File: config.mk
export PLATFORM = sky130hd
export DESIGN_NAME = schema_text_tokenizer
export DESIGN_NICKNAME = d
export VERILOG_FILES = /design/src/rtl/stt_pkg.sv /design/src/rtl/schema_text_tokenizer.sv
export SDC_FILE = /design/constraint.sdc
export NUM_CORES = 1
export LEC_CHECK = 0
export ABC_AREA = 1
export BUFFER_PORTS_ARGS = -buffer_cell sky130_fd_sc_hd__buf_2
export CAP_MARGIN = 20
export CORE_MARGIN = 3
export CORE_UTILIZATION = 30
export CTS_BUF_LIST = sky130_fd_sc_hd__clkbuf_16
export DETAILED_ROUTE_END_ITERATION = 12
export GPL_ROUTABILITY_DRIVEN = 0
export PLACE_DENSITY = 0.47
export SETUP_SLACK_MARGIN = 0.05
export SKIP_CTS_REPAIR_TIMING = 1
export SYNTH_ARGS = -nofsm -noshare
export SYNTH_HDL_FRONTEND = slang
export SYNTH_SLANG_ARGS = --single-unit
File: constraint.sdc
create_clock -name clk -period 3.7 [get_ports clk]
set_input_delay 0.185 -clock clk [delete_from_list [all_inputs] [get_ports clk]]
set_output_delay 0.185 -clock clk [all_outputs]
set_load 0.01 [all_outputs]
File: src/rtl/stt_pkg.sv
`timescale 1ns / 1ps
// ----------------------------------------------------------------------------
// stt_pkg
// Token kinds, lexer modes, keyword table and helpers for the schema tokenizer.
// ----------------------------------------------------------------------------
package stt_pkg;

	typedef enum logic [4:0] {
		TK_UNKNOWN  = 5'd0,
		TK_EOF      = 5'd1,
		TK_NAME     = 5'd2,
		TK_NUMBER   = 5'd3,
		TK_PKG      = 5'd4,
		TK_DEF      = 5'd5,
		TK_ENUM     = 5'd6,
		TK_ASSIGN   = 5'd7,
		TK_TYPE_SEP = 5'd8,
		TK_SEMI     = 5'd9,
		TK_ITEM_SEP = 5'd10,
		TK_LBRACE   = 5'd11,
		TK_RBRACE   = 5'd12,
		TK_LANGLE   = 5'd13,
		TK_RANGLE   = 5'd14,
		TK_INT8     = 5'd15,
		TK_INT16    = 5'd16,
		TK_INT32    = 5'd17,
		TK_INT64    = 5'd18,
		TK_UINT8    = 5'd19,
		TK_UINT16   = 5'd20,
		TK_UINT32   = 5'd21,
		TK_UINT64   = 5'd22,
		TK_STR8     = 5'd23,
		TK_STR16    = 5'd24,
		TK_STR32    = 5'd25,
		TK_STR64    = 5'd26,
		TK_LIST8    = 5'd27,
		TK_LIST16   = 5'd28,
		TK_LIST32   = 5'd29,
		TK_LIST64   = 5'd30
	} tok_kind_t;

	typedef enum logic [6:0] {
		MODE_IDLE       = 7'b0000001,
		MODE_NAME       = 7'b0000010,
		MODE_NUMBER     = 7'b0000100,
		MODE_SLASH      = 7'b0001000,
		MODE_LINE       = 7'b0010000,
		MODE_BLOCK      = 7'b0100000,
		MODE_BLOCK_STAR = 7'b1000000
	} mode_t;

	typedef struct packed {
		tok_kind_t   kind;
		logic [15:0] length;
		logic [30:0] value;
		logic [15:0] line;
		logic [15:0] column;
		logic        last;
	} tok_t;

	localparam logic [7:0] CH_TAB   = 8'h09;
	localparam logic [7:0] CH_LF    = 8'h0a;
	localparam logic [7:0] CH_CR    = 8'h0d;
	localparam logic [7:0] CH_SPACE = 8'h20;
	localparam logic [7:0] CH_STAR  = 8'h2a;
	localparam logic [7:0] CH_SLASH = 8'h2f;

	localparam logic [30:0] NUM_MAX = 31'h7fffffff;
	localparam int KW_MAX_LEN = 8;
	localparam int KW_COUNT   = 29;
	localparam int QDEPTH     = 4;
	localparam int QPTR_BITS  = 2;

	typedef struct packed {
		logic [63:0] text;
		logic [3:0]  len;
		tok_kind_t   kind;
	} kw_entry_t;

	// text is right-justified: last character in the low byte
	localparam kw_entry_t KW_ROM [KW_COUNT] = '{
		'{text: "byte",     len: 4'd4, kind: TK_INT8},
		'{text: "def",      len: 4'd3, kind: TK_DEF},
		'{text: "enum",     len: 4'd4, kind: TK_ENUM},
		'{text: "pkg",      len: 4'd3, kind: TK_PKG},
		'{text: "int",      len: 4'd3, kind: TK_INT32},
		'{text: "int8",     len: 4'd4, kind: TK_INT8},
		'{text: "int16",    len: 4'd5, kind: TK_INT16},
		'{text: "int32",    len: 4'd5, kind: TK_INT32},
		'{text: "int64",    len: 4'd5, kind: TK_INT64},
		'{text: "long",     len: 4'd4, kind: TK_INT64},
		'{text: "short",    len: 4'd5, kind: TK_INT16},
		'{text: "uint",     len: 4'd4, kind: TK_UINT32},
		'{text: "uint8",    len: 4'd5, kind: TK_UINT8},
		'{text: "uint16",   len: 4'd6, kind: TK_UINT16},
		'{text: "uint32",   len: 4'd6, kind: TK_UINT32},
		'{text: "uint64",   len: 4'd6, kind: TK_UINT64},
		'{text: "ubyte",    len: 4'd5, kind: TK_UINT8},
		'{text: "ushort",   len: 4'd6, kind: TK_UINT16},
		'{text: "ulong",    len: 4'd5, kind: TK_UINT64},
		'{text: "string",   len: 4'd6, kind: TK_STR8},
		'{text: "string8",  len: 4'd7, kind: TK_STR8},
		'{text: "string16", len: 4'd8, kind: TK_STR16},
		'{text: "string32", len: 4'd8, kind: TK_STR32},
		'{text: "string64", len: 4'd8, kind: TK_STR64},
		'{text: "list",     len: 4'd4, kind: TK_LIST8},
		'{text: "list8",    len: 4'd5, kind: TK_LIST8},
		'{text: "list16",   len: 4'd6, kind: TK_LIST16},
		'{text: "list32",   len: 4'd6, kind: TK_LIST32},
		'{text: "list64",   len: 4'd6, kind: TK_LIST64}
	};

	// name holds the first characters with character 0 in the low byte
	function automatic tok_kind_t kw_lookup(input logic [63:0] name, input logic [3:0] len);
		tok_kind_t kind;
		logic      hit;
		logic [2:0] j;
		kind = TK_NAME;
		for (int e = 0; e < KW_COUNT; e++) begin
			hit = (KW_ROM[e].len == len);
			for (int k = 0; k < KW_MAX_LEN; k++) begin
				j = 3'(int'(KW_ROM[e].len) - 1 - k);
				if (k < int'(KW_ROM[e].len)) begin
					hit = hit & (name[8*k +: 8] == KW_ROM[e].text[{j, 3'b000} +: 8]);
				end
			end
			if (hit) begin
				kind = KW_ROM[e].kind;
			end
		end
		return kind;
	endfunction

	function automatic tok_kind_t punct_kind(input logic [7:0] b);
		tok_kind_t kind;
		case (b)
			"=": kind = TK_ASSIGN;
			":": kind = TK_TYPE_SEP;
			";": kind = TK_SEMI;
			",": kind = TK_ITEM_SEP;
			"{": kind = TK_LBRACE;
			"}": kind = TK_RBRACE;
			"<": kind = TK_LANGLE;
			">": kind = TK_RANGLE;
			default: kind = TK_UNKNOWN;
		endcase
		return kind;
	endfunction

	function automatic logic [15:0] clip16(input logic [31:0] v);
		return (v > 32'hffff) ? 16'hffff : v[15:0];
	endfunction

endpackage

File: src/rtl/schema_text_tokenizer.sv
`timescale 1ns / 1ps
// ----------------------------------------------------------------------------
// schema_text_tokenizer
// Byte-serial lexer for schema text: skips blanks and comments, gives names,
// keywords, numbers, punctuation, unknown bytes and a final EOF token.
// ----------------------------------------------------------------------------
//  channel | dir | tdata                              | tuser      | tlast
//  s_axis  | in  | char_byte                          | -          | end_of_text
//  m_axis  | out | token_length, number_value,        | token_kind | last_in_run
//          |     | start_line, start_column, pad      |            |
//
// One byte is taken per cycle while s_axis_tready is high; its tokens (none, one or two)
// land in a four-word output queue in the same cycle and leave one word per cycle while
// m_axis_tready is high. s_axis_tready is low while the queue holds more than two words.
// Reset (arst_n low) empties the queue and sets line 1, column 0, idle mode.
// An end_of_text word flushes the pending token, gives EOF and restarts.
// ----------------------------------------------------------------------------
module schema_text_tokenizer #(
	parameter int KEYWORD_BUFFER_BYTES = 8,
	parameter int POSITION_BITS        = 16,
	parameter int LENGTH_BITS          = 16
) (
	input  logic        clk,
	input  logic        arst_n,
	input  logic        s_axis_tvalid,
	output logic        s_axis_tready,
	input  logic [7:0]  s_axis_tdata,   // char_byte
	input  logic        s_axis_tlast,   // end_of_text
	output logic        m_axis_tvalid,
	input  logic        m_axis_tready,
	output logic [79:0] m_axis_tdata,   // token_length, number_value, start_line, start_column, pad
	output logic [4:0]  m_axis_tuser,   // token_kind
	output logic        m_axis_tlast    // last_in_run
);

	localparam logic [POSITION_BITS-1:0] POS_MAX = {POSITION_BITS{1'b1}};
	localparam logic [LENGTH_BITS-1:0]   LEN_MAX = {LENGTH_BITS{1'b1}};
	localparam logic [POSITION_BITS-1:0] POS_ONE = POSITION_BITS'(1);

	stt_pkg::mode_t              mode_q, mode_d;
	logic [7:0]                  nb_q [KEYWORD_BUFFER_BYTES];
	logic [7:0]                  nb_d [KEYWORD_BUFFER_BYTES];
	logic [LENGTH_BITS-1:0]      run_q, run_d;
	logic [30:0]                 acc_q, acc_d;
	logic [POSITION_BITS-1:0]    line_q, line_d, col_q, col_d, tsl_q, tsl_d, tsc_q, tsc_d;
	logic                        cr_q, cr_d;

	stt_pkg::tok_t               q_q [stt_pkg::QDEPTH];
	logic [stt_pkg::QPTR_BITS-1:0] wp_q, rp_q;
	logic [2:0]                  cnt_q;
	stt_pkg::tok_t               tok_a, tok_b, head;
	logic [1:0]                  n_push;
	logic                        fire, pop;

	assign s_axis_tready = (cnt_q <= 3'd2);
	assign fire = s_axis_tvalid & s_axis_tready;
	assign m_axis_tvalid = (cnt_q != 3'd0);
	assign pop = m_axis_tvalid & m_axis_tready;
	assign head = q_q[rp_q];
	assign m_axis_tdata = {1'b0, head.column, head.line, head.value, head.length};
	assign m_axis_tuser = head.kind;
	assign m_axis_tlast = head.last;

	always_comb begin
		logic [7:0]               b;
		logic                     is_cr, is_lf, is_ws, is_digit, is_alpha;
		stt_pkg::tok_kind_t       pk;
		logic                     flush, idle_go, sec_v;
		stt_pkg::tok_t            pend, sec;
		logic [POSITION_BITS-1:0] col_inc;
		logic [LENGTH_BITS-1:0]   run_inc;
		logic [63:0]              name8;
		logic [34:0]              prod;
		logic [30:0]              digit;

		b        = s_axis_tdata;
		is_cr    = (b == stt_pkg::CH_CR);
		is_lf    = (b == stt_pkg::CH_LF);
		is_ws    = is_cr | is_lf | (b == stt_pkg::CH_SPACE) | (b == stt_pkg::CH_TAB);
		is_digit = (b >= "0") && (b <= "9");
		is_alpha = ((b >= "a") && (b <= "z")) || ((b >= "A") && (b <= "Z")) || (b == "_");
		pk       = stt_pkg::punct_kind(b);
		digit    = 31'(b - "0");
		col_inc  = (col_q == POS_MAX) ? col_q : col_q + POS_ONE;
		run_inc  = (run_q == LEN_MAX) ? run_q : run_q + LENGTH_BITS'(1);
		prod     = {acc_q, 3'b000} + {2'b00, acc_q, 1'b0} + {4'b0000, digit};

		for (int k = 0; k < stt_pkg::KW_MAX_LEN; k++) begin
			name8[8*k +: 8] = nb_q[k];
		end

		// pending token as it would be flushed now
		pend.kind   = stt_pkg::TK_UNKNOWN;
		pend.length = 16'd1;
		pend.value  = '0;
		pend.line   = stt_pkg::clip16(32'(tsl_q));
		pend.column = stt_pkg::clip16(32'(tsc_q));
		pend.last   = 1'b0;
		if (mode_q == stt_pkg::MODE_NAME) begin
			pend.kind   = (run_q > LENGTH_BITS'(stt_pkg::KW_MAX_LEN)) ? stt_pkg::TK_NAME
				: stt_pkg::kw_lookup(name8, run_q[3:0]);
			pend.length = stt_pkg::clip16(32'(run_q));
		end else if (mode_q == stt_pkg::MODE_NUMBER) begin
			pend.kind   = stt_pkg::TK_NUMBER;
			pend.length = stt_pkg::clip16(32'(run_q));
			pend.value  = acc_q;
		end

		sec.kind   = stt_pkg::TK_UNKNOWN;
		sec.length = 16'd1;
		sec.value  = '0;
		sec.line   = stt_pkg::clip16(32'(line_q));
		sec.column = stt_pkg::clip16(32'(col_inc));
		sec.last   = 1'b1;
		sec_v      = 1'b0;

		mode_d  = mode_q;
		nb_d    = nb_q;
		run_d   = run_q;
		acc_d   = acc_q;
		line_d  = line_q;
		col_d   = col_q;
		tsl_d   = tsl_q;
		tsc_d   = tsc_q;
		cr_d    = cr_q;
		flush   = 1'b0;
		idle_go = 1'b0;

		if (s_axis_tlast) begin
			flush      = (mode_q == stt_pkg::MODE_NAME) || (mode_q == stt_pkg::MODE_NUMBER)
				|| (mode_q == stt_pkg::MODE_SLASH);
			sec.kind   = stt_pkg::TK_EOF;
			sec.length = 16'd0;
			sec_v      = 1'b1;
			mode_d     = stt_pkg::MODE_IDLE;
			run_d      = '0;
			acc_d      = '0;
			line_d     = POS_ONE;
			col_d      = '0;
			tsl_d      = POS_ONE;
			tsc_d      = POS_ONE;
			cr_d       = 1'b0;
		end else begin
			case (mode_q)
				stt_pkg::MODE_NAME: begin
					if (is_alpha | is_digit) begin
						for (int k = 0; k < KEYWORD_BUFFER_BYTES; k++) begin
							if (32'(run_q) == k) begin
								nb_d[k] = b;
							end
						end
						run_d = run_inc;
					end else begin
						flush   = 1'b1;
						idle_go = 1'b1;
					end
				end
				stt_pkg::MODE_NUMBER: begin
					if (is_digit) begin
						acc_d = (prod > {4'b0000, stt_pkg::NUM_MAX}) ? stt_pkg::NUM_MAX
							: prod[30:0];
						run_d = run_inc;
					end else begin
						flush   = 1'b1;
						idle_go = 1'b1;
					end
				end
				stt_pkg::MODE_SLASH: begin
					if (b == stt_pkg::CH_SLASH) begin
						mode_d = stt_pkg::MODE_LINE;
					end else if (b == stt_pkg::CH_STAR) begin
						mode_d = stt_pkg::MODE_BLOCK_STAR;
					end else begin
						flush   = 1'b1;
						idle_go = 1'b1;
					end
				end
				stt_pkg::MODE_LINE: begin
					if (is_cr | is_lf) begin
						mode_d = stt_pkg::MODE_IDLE;
					end
				end
				stt_pkg::MODE_BLOCK, stt_pkg::MODE_BLOCK_STAR: begin
					if ((mode_q == stt_pkg::MODE_BLOCK_STAR) && (b == stt_pkg::CH_SLASH)) begin
						mode_d = stt_pkg::MODE_IDLE;
					end else if (b == stt_pkg::CH_STAR) begin
						mode_d = stt_pkg::MODE_BLOCK_STAR;
					end else begin
						mode_d = stt_pkg::MODE_BLOCK;
					end
				end
				default: begin
					idle_go = 1'b1;
				end
			endcase

			if (flush) begin
				mode_d = stt_pkg::MODE_IDLE;
			end

			if (idle_go && !is_ws) begin
				if (pk != stt_pkg::TK_UNKNOWN) begin
					sec.kind = pk;
					sec_v    = 1'b1;
				end else if (is_digit) begin
					mode_d = stt_pkg::MODE_NUMBER;
					tsl_d  = line_q;
					tsc_d  = col_inc;
					run_d  = LENGTH_BITS'(1);
					acc_d  = digit;
				end else if (is_alpha) begin
					mode_d   = stt_pkg::MODE_NAME;
					tsl_d    = line_q;
					tsc_d    = col_inc;
					run_d    = LENGTH_BITS'(1);
					nb_d[0]  = b;
				end else if (b == stt_pkg::CH_SLASH) begin
					mode_d = stt_pkg::MODE_SLASH;
					tsl_d  = line_q;
					tsc_d  = col_inc;
					run_d  = LENGTH_BITS'(1);
				end else begin
					sec_v = 1'b1;
				end
			end

			// line breaks; LF right after CR belongs to the same break
			if (is_cr | (is_lf & ~cr_q)) begin
				line_d = (line_q == POS_MAX) ? line_q : line_q + POS_ONE;
			end
			col_d = (is_cr | is_lf) ? '0 : col_inc;
			cr_d  = is_cr;
		end

		pend.last = ~sec_v;
		tok_a  = flush ? pend : sec;
		tok_b  = sec;
		n_push = fire ? (2'(flush) + 2'(sec_v)) : 2'd0;
	end

	always_ff @(posedge clk or negedge arst_n) begin
		if (!arst_n) begin
			mode_q <= stt_pkg::MODE_IDLE;
			run_q  <= '0;
			acc_q  <= '0;
			line_q <= POS_ONE;
			col_q  <= '0;
			tsl_q  <= POS_ONE;
			tsc_q  <= POS_ONE;
			cr_q   <= 1'b0;
			wp_q   <= '0;
			rp_q   <= '0;
			cnt_q  <= '0;
		end else begin
			if (fire) begin
				mode_q <= mode_d;
				run_q  <= run_d;
				acc_q  <= acc_d;
				line_q <= line_d;
				col_q  <= col_d;
				tsl_q  <= tsl_d;
				tsc_q  <= tsc_d;
				cr_q   <= cr_d;
			end
			wp_q  <= wp_q + stt_pkg::QPTR_BITS'(n_push);
			rp_q  <= rp_q + stt_pkg::QPTR_BITS'(pop);
			cnt_q <= cnt_q + 3'(n_push) - 3'(pop);
		end
	end

	// name buffer and queue words carry no reset
	always_ff @(posedge clk) begin
		if (fire) begin
			nb_q <= nb_d;
		end
		if (n_push != 2'd0) begin
			q_q[wp_q] <= tok_a;
		end
		if (n_push == 2'd2) begin
			q_q[wp_q + stt_pkg::QPTR_BITS'(1)] <= tok_b;
		end
	end

endmodule
==> flow_metrics.tcl, run 1 <==
set metrics [dict create \
    outcome "completed" \
    startpoint_type "flop" \
    yosysMostFrequentCell "nand2_1" \
    htree_levels 2 \
    fmax_mhz 285 \
    antenna_cells 0 \
    core-area_um2 92400 \
    fin_setup_tns_ps 0 \
    fin_crit_sh 0.947 \
    synth_nets 3585 \
    yosysSeqAreaShare 0.475 \
    hold_depth 4 \
    std_cell_rows 111 \
    cp_max_fo 3 \
    rr_startpoint "mode_q[4]$_DFFE_PN0P_" \
    report.power.total_mw 22.6 \
    synth_area_leader_cell "edfxtp_1" \
    r2r_cells 20 \
    relSlewSlack 0.291 \
    syn2layout_area_growth_pct 20.8 \
    grt_pass1_wl_um 148000 \
    worst_slack_ps 196 \
    ys_seq_elements 530 \
    wl_um 96500 \
    clock_latency_ps 640 \
    yosysTopAreaCellShare 0.226 \
    cts.sinks 530 \
    p_leak_nw 13.9 \
    power_density_nw_per_um2 666 \
    routed_via_density 5.07 \
    stdcell_area_um2 34000 \
    grt_pass1_vias 24500 \
    postRouteAntennaNets 0 \
    startpoint "mode_q[4]$_DFFE_PN0P_" \
    async_flop_share 0.238 \
    reg2reg_to "cnt_q[2]$_DFF_PN0_" \
    synthTopCellsByCount "nand2_1 (734), o21ai_0 (488), nor2_1 (391)" \
    holdPathEnd "line_q[0]$_DFFE_PN1P_" \
    drive_gt1_frac 0.157 \
    dp_cells 4901 \
    reg2reg_setup_slack_ps 200 \
    grt_max_degree 172 \
    finClkSkew_ps 22.1 \
    final_cells 5035 \
    finalSetupViolCount 0 \
    fin_hold_ws_ps 45.7 \
    route.detailed.drc 0 \
    endpoint_kind "flop" \
    final.min_clock_period_ps 3500 \
    critPathArrivalTime_ps 4010 \
    grt_usage 0.192 \
    fp.dieH_um 312 \
    dominantRegCellSynth "edfxtp_1" \
    antenna_found_initial 0 \
    avgSynthCellArea_um2 8.07 \
    drv_cap 0 \
    die_area_um2 97600 \
    via_count 25500 \
    ys_warn_count 0 \
    slew_violations 0 \
    hold_path.class "input port to flop" \
    peakVddDrop_mv 0.483 \
    cts_max_path_buffers 3 \
    dp_slack_ps -134 \
    root_buffer "clkbuf_16" \
    worstPathRequired_ps 4200 \
    hpwl_um 63600 \
    die_w_um 312 \
    max_slew.worst_pin.slew_ps 1060 \
    drt_pre_antenna_iters 5 \
    routedWlPerCell_um 19.2 \
    synth.distinct_cells 68 \
    netlist_instances 3491 \
    dpl_cell_area_um2 31700 \
    cts_buffers 61 \
    crit_type "flop to flop" \
    netlist_area_um2 28200 \
    hold_viol_final 0 \
    drtIter0Drc 2144 \
    min_from "s_axis_tlast" \
    clk_pin_slew_ps 60 \
    boundaryPins 101 \
    synth_edf_count 212 \
    numPortBuffers 99 \
    final_util 0.368 \
    grt_overflow 0 \
    cts_tree "built" \
    synth_area_leaders "edfxtp_1 (23%), dfxtp_1 (14%), dfrtp_1 (11%)" \
    fin_nets 3834 \
    rsz0062_at_grt "yes" \
    initial_core_util 0.305 \
]
-- worst max-delay path, cell delays in order (launching register included) --
cell and delay (ps):
dfrtp_1 410, nor3_4 220, inv_2 80, nor4_4 310, buf_4 180, nor2_4 40
nand2_1 80, nand3_2 90, nand2_4 70, o21ai_1 70, ha_1 350, inv_1 80
nor2_4 140, inv_1 60, ha_1 270, inv_1 60, ha_1 130, inv_1 40
fa_1 400, xnor2_2 160, xor2_1 140
-- per-layer routing --
layer / part of all wire / routed length [um] / GRT usage
met1: 0.49 / 47500 / 0.280
met5: 0 / 0 / 0
met2: 0.45 / 43300 / 0.307
met3: 0.043 / 4170 / 0.0219
met4: 0.017 / 1610 / 0.0392
-- cell type report --
class | instances | area, um^2
clock buffer | 63 | 1580
clock inverter | 52 | 388
fill | 9667 | 58300
inverter | 303 | 1160
multi-input combinational | 2487 | 13100
sequential | 530 | 13400
tap | 1243 | 1560
timing repair buffer | 357 | 2870
-- registers in the layout, indices dropped and copies added, names as in the netlist, 7 cells and up --
register,flops
q_q,340
nb_q,64
acc_q,31
col_q,16
line_q,16
run_q,16
tsc_q,16
tsl_q,16
mode_q,7
-- cell usage in the layout (no fill, tap or decap), types with 39 or more instances in the layout --
| cell type | instances |
|---|---|
| clkbuf_16 | 64 |
| dfrtp_1 | 115 |
| o21ai_2 | 39 |
| nand3_1 | 128 |
| nand4_1 | 43 |
| buf_2 | 98 |
| o22ai_1 | 244 |
| inv_1 | 286 |
| ha_1 | 49 |
| edfxtp_1 | 212 |
| o21ai_0 | 485 |
| buf_4 | 217 |
| dfxtp_1 | 192 |
| nor3_1 | 73 |
| nor2_1 | 379 |
| a21oi_1 | 68 |
| nand2_1 | 729 |
-- report_power, final --
part	switching, mW	internal (mW)
clock	2.56	3.42
combinational	6.05	3.38
sequential	0.531	6.69
total	9.14	13.5
-- cells by family after synthesis --
family | synth area share
AO/OA/AOI/OAI | 0.187
XOR/XNOR | 0.00933
adder cells (fa/ha/maj) | 0.0440
buffers and inverters | 0.0686
other | 0.000133
AND/OR/NAND/NOR | 0.216
flip-flops | 0.475
-- worst max-delay path by stage --
stage,cells past startpoint,to,slack (ps)
2_1_floorplan,22,q_q[1][10]$_DFFE_PP_,-70
3_3_place_gp,24,acc_q[21]$_DFFE_PN0P_,-140
3_5_place_dp,23,acc_q[10]$_DFFE_PN0P_,-130
4_1_cts,21,cnt_q[2]$_DFF_PN0_,100
5_1_grt,20,cnt_q[2]$_DFF_PN0_,4
6_report,20,cnt_q[2]$_DFF_PN0_,200
Note: power is estimated with default switching activity, not from simulation.
==> run 2, diff against run 1 <==
- ABC_AREA: 1 -> unset
==> run 2 against run 1 <==
Net effect:
- wire length decreased by 8.1%
- worst hold slack got worse by 14 ps
- largest cell class unchanged
- combinational power decreased by 50%
- first-iteration DRC count decreased by 17%
- clock-buffer cell count increased by 7
- critical path depth decreased by 5
- largest power group is now registers
- maximum frequency decreased by 4.1%
- total power decreased by 21%
- clock power increased by 5.5%
==> flow_metrics.tcl, run 2 <==
set metrics [dict create \
    outcome "completed" \
    largest_reg_flops 340 \
    synth_edf_count 212 \
    fmax_mhz 274 \
    synth_xor_area_frac 0.0179 \
    core-area_um2 88600 \
    finClkSkew_ps 47.0 \
    slew_violations 0 \
    critical_path.max_stage_delay_ps 550 \
    power_density_nw_per_um2 531 \
    hold_viol_final 0 \
    wl_um 88700 \
    regMostFlops "q_q" \
    grt_pass1_vias 21800 \
    crit_type "flop to flop" \
    yosysSeqAreaShare 0.497 \
    fin_setup_tns_ps 0 \
    numPortBuffers 99 \
    cts_buffers 66 \
    yosys-mux-area-fraction 0.0775 \
    rsz0062_at_grt "yes" \
    boundaryPins 101 \
    synthSimpleGateAreaFrac 0.117 \
    report.power.total_mw 17.9 \
    drt_pre_antenna_iters 5 \
    synth_area_leader_cell "edfxtp_1" \
    reg_top3 "q_q (340), nb_q (64), acc_q (31)" \
    routed_via_density 5.53 \
    fin_hold_ws_ps 31.2 \
    finalSetupViolCount 0 \
    fin_nets 2776 \
    syn2layout_area_growth_pct 25.5 \
    grt_overflow 0 \
    yosysTopAreaCellShare 0.237 \
    netlist_area_um2 26900 \
    synth.distinct_cells 108 \
    async_flop_share 0.238 \
    std_cell_rows 109 \
    layout_commonest_cell "a22o_1" \
    stdcell_area_um2 33700 \
    synthTopCellsByCount "a22o_1 (276), edfxtp_1 (212), dfxtp_1 (192)" \
    drive_gt1_frac 0.265 \
    initial_core_util 0.303 \
    dpl_cell_area_um2 31000 \
    cpMaxStageDelayCell "fa_1" \
    critical_path.most_common_cell "buf_4" \
    drtIter0Drc 1775 \
    grt_usage 0.185 \
    routedWlPerCell_um 22.7 \
    ys_seq_elements 530 \
    critPathArrivalTime_ps 4150 \
    p_leak_nw 13.1 \
    relSlewSlack 0.419 \
    layout_common_cells "a22o_1 (276), buf_4 (256), edfxtp_1 (212), dfxtp_1 (192), nand2_1 (165)" \
    ys_warn_count 0 \
    drv_cap 0 \
    clk_pin_slew_ps 60 \
    yosysMostFrequentCell "a22o_1" \
    startpoint_type "flop" \
    synth-compound-area-share 0.207 \
    cts.sinks 530 \
    htree_levels 3 \
    synth_nets 2476 \
    grt_max_degree 82 \
    grt_pass1_wl_um 135000 \
    avgSynthCellArea_um2 11.3 \
    synth_top_family_by_area "compound AO/OA/AOI/OAI gates" \
    route.detailed.drc 0 \
    root_buffer "clkbuf_16" \
    hold_path.class "input port to flop" \
    cp_num_buf_inv 4 \
    fin_crit_sh 0.987 \
    postRouteAntennaNets 0 \
    antenna_cells 0 \
    worstPathRequired_ps 4200 \
    peakVddDrop_mv 0.300 \
    cts_max_path_buffers 3 \
    via_count 21600 \
    max_slew.worst_pin.slew_ps 872 \
    synth-adder-area-share 0.0461 \
    fp.dieH_um 305 \
    die_w_um 305 \
    dominantRegCellSynth "edfxtp_1" \
    hpwl_um 60000 \
    critical_path.top_delay_family "compound AO/OA/AOI/OAI gates" \
    cp_max_fo 8 \
    fill_cells 8613 \
    cts_tree "built" \
    path_cells "fa_1 -> inv_1 -> fa_2 -> nand2b_4 -> a21oi_4 -> o211ai_1 -> buf_4 -> a2111oi_4 -> buf_4 -> o2111ai_4 -> o311ai_4 -> and3_4 -> buf_12 -> a21oi_2 -> o22a_1" \
    antenna_found_initial 1 \
    final.min_clock_period_ps 3650 \
    synth_area_leaders "edfxtp_1 (24%), dfxtp_1 (14%), dfrtp_1 (11%)" \
    endpoint_kind "flop" \
    die_area_um2 93200 \
    clock_latency_ps 620 \
    netlist_instances 2382 \
]
-- run 2: layer usage --
metal | part of all wire | vias up | GRT usage | routed length, um
li1 | - | 9797 | - | -
met1 | 0.43 | 11000 | 0.244 | 38600
met2 | 0.49 | 649 | 0.317 | 43600
met3 | 0.050 | 148 | 0.0270 | 4470
met4 | 0.023 | 0 | 0.0575 | 2080
met5 | 0 | - | 0 | 0
-- run 2: area by class of cell --
type / instances / area (um^2) / share of cell area
Clock buffer: 70 / 1750 / 0.0520
Timing Repair Buffer: 405 / 3360 / 0.0998
Sequential cell: 530 / 13400 / 0.397
Tap cell: 1165 / 1460 / 0.0432
Multi-Input combinational cell: 1605 / 13000 / 0.387
Inverter: 74 / 295 / 0.00876
Clock inverter: 51 / 410 / 0.0122
-- run 2: worst paths after layout --
check	slack, ps	start	to	depth (start not counted)
max in group asynchronous	2600	arst_n	acc_q[13]$_DFFE_PN0P_	3
worst min register to register	470	q_q[2][73]$_SDFFE_PP0P_	q_q[2][73]$_SDFFE_PP0P_	1
worst min-delay path	30	s_axis_tdata[5]	nb_q[13]$_DFFE_PP_	2
worst max register to register	50	acc_q[2]$_DFFE_PN0P_	acc_q[8]$_DFFE_PN0P_	15
worst max-delay path	50	acc_q[2]$_DFFE_PN0P_	acc_q[8]$_DFFE_PN0P_	15
min in group asynchronous	220	arst_n	tsc_q[5]$_DFFE_PN0P_	2
-- run 2: power by group --
group          switching, mW  internal (mW)
clock                   2.69           3.63
sequential             0.408           6.46
combinational           2.77           1.94
-- run 2: metrics by stage --
step,setup slack (ps),instances,utilization
after floorplan,-615,2382,-
after global placement,-324,3756,0.350
after detailed placement,-354,3756,0.350
after CTS,-210,3877,0.374
after global routing,-36.4,3900,0.380
final,46.9,3900,0.380
-- run 2: logic make-up after synthesis --
kind of cell,count (synthesis)
XOR/XNOR,55
adder cells (fa/ha/maj),81
buffers and inverters,247
AND/OR/NAND/NOR,606
flip-flops,530
other,1
multiplexers,101
AO/OA/AOI/OAI,761
-- run 2: worst reg2reg max path: stages (launching register included) --
cell	delay (ps)
dfrtp_2	450
fa_1	550
inv_1	70
fa_2	340
nand2b_4	160
a21oi_4	150
o211ai_1	90
buf_4	160
a2111oi_4	270
buf_4	190
o2111ai_4	140
o311ai_4	150
and3_4	330
buf_12	160
a21oi_2	60
o22a_1	240
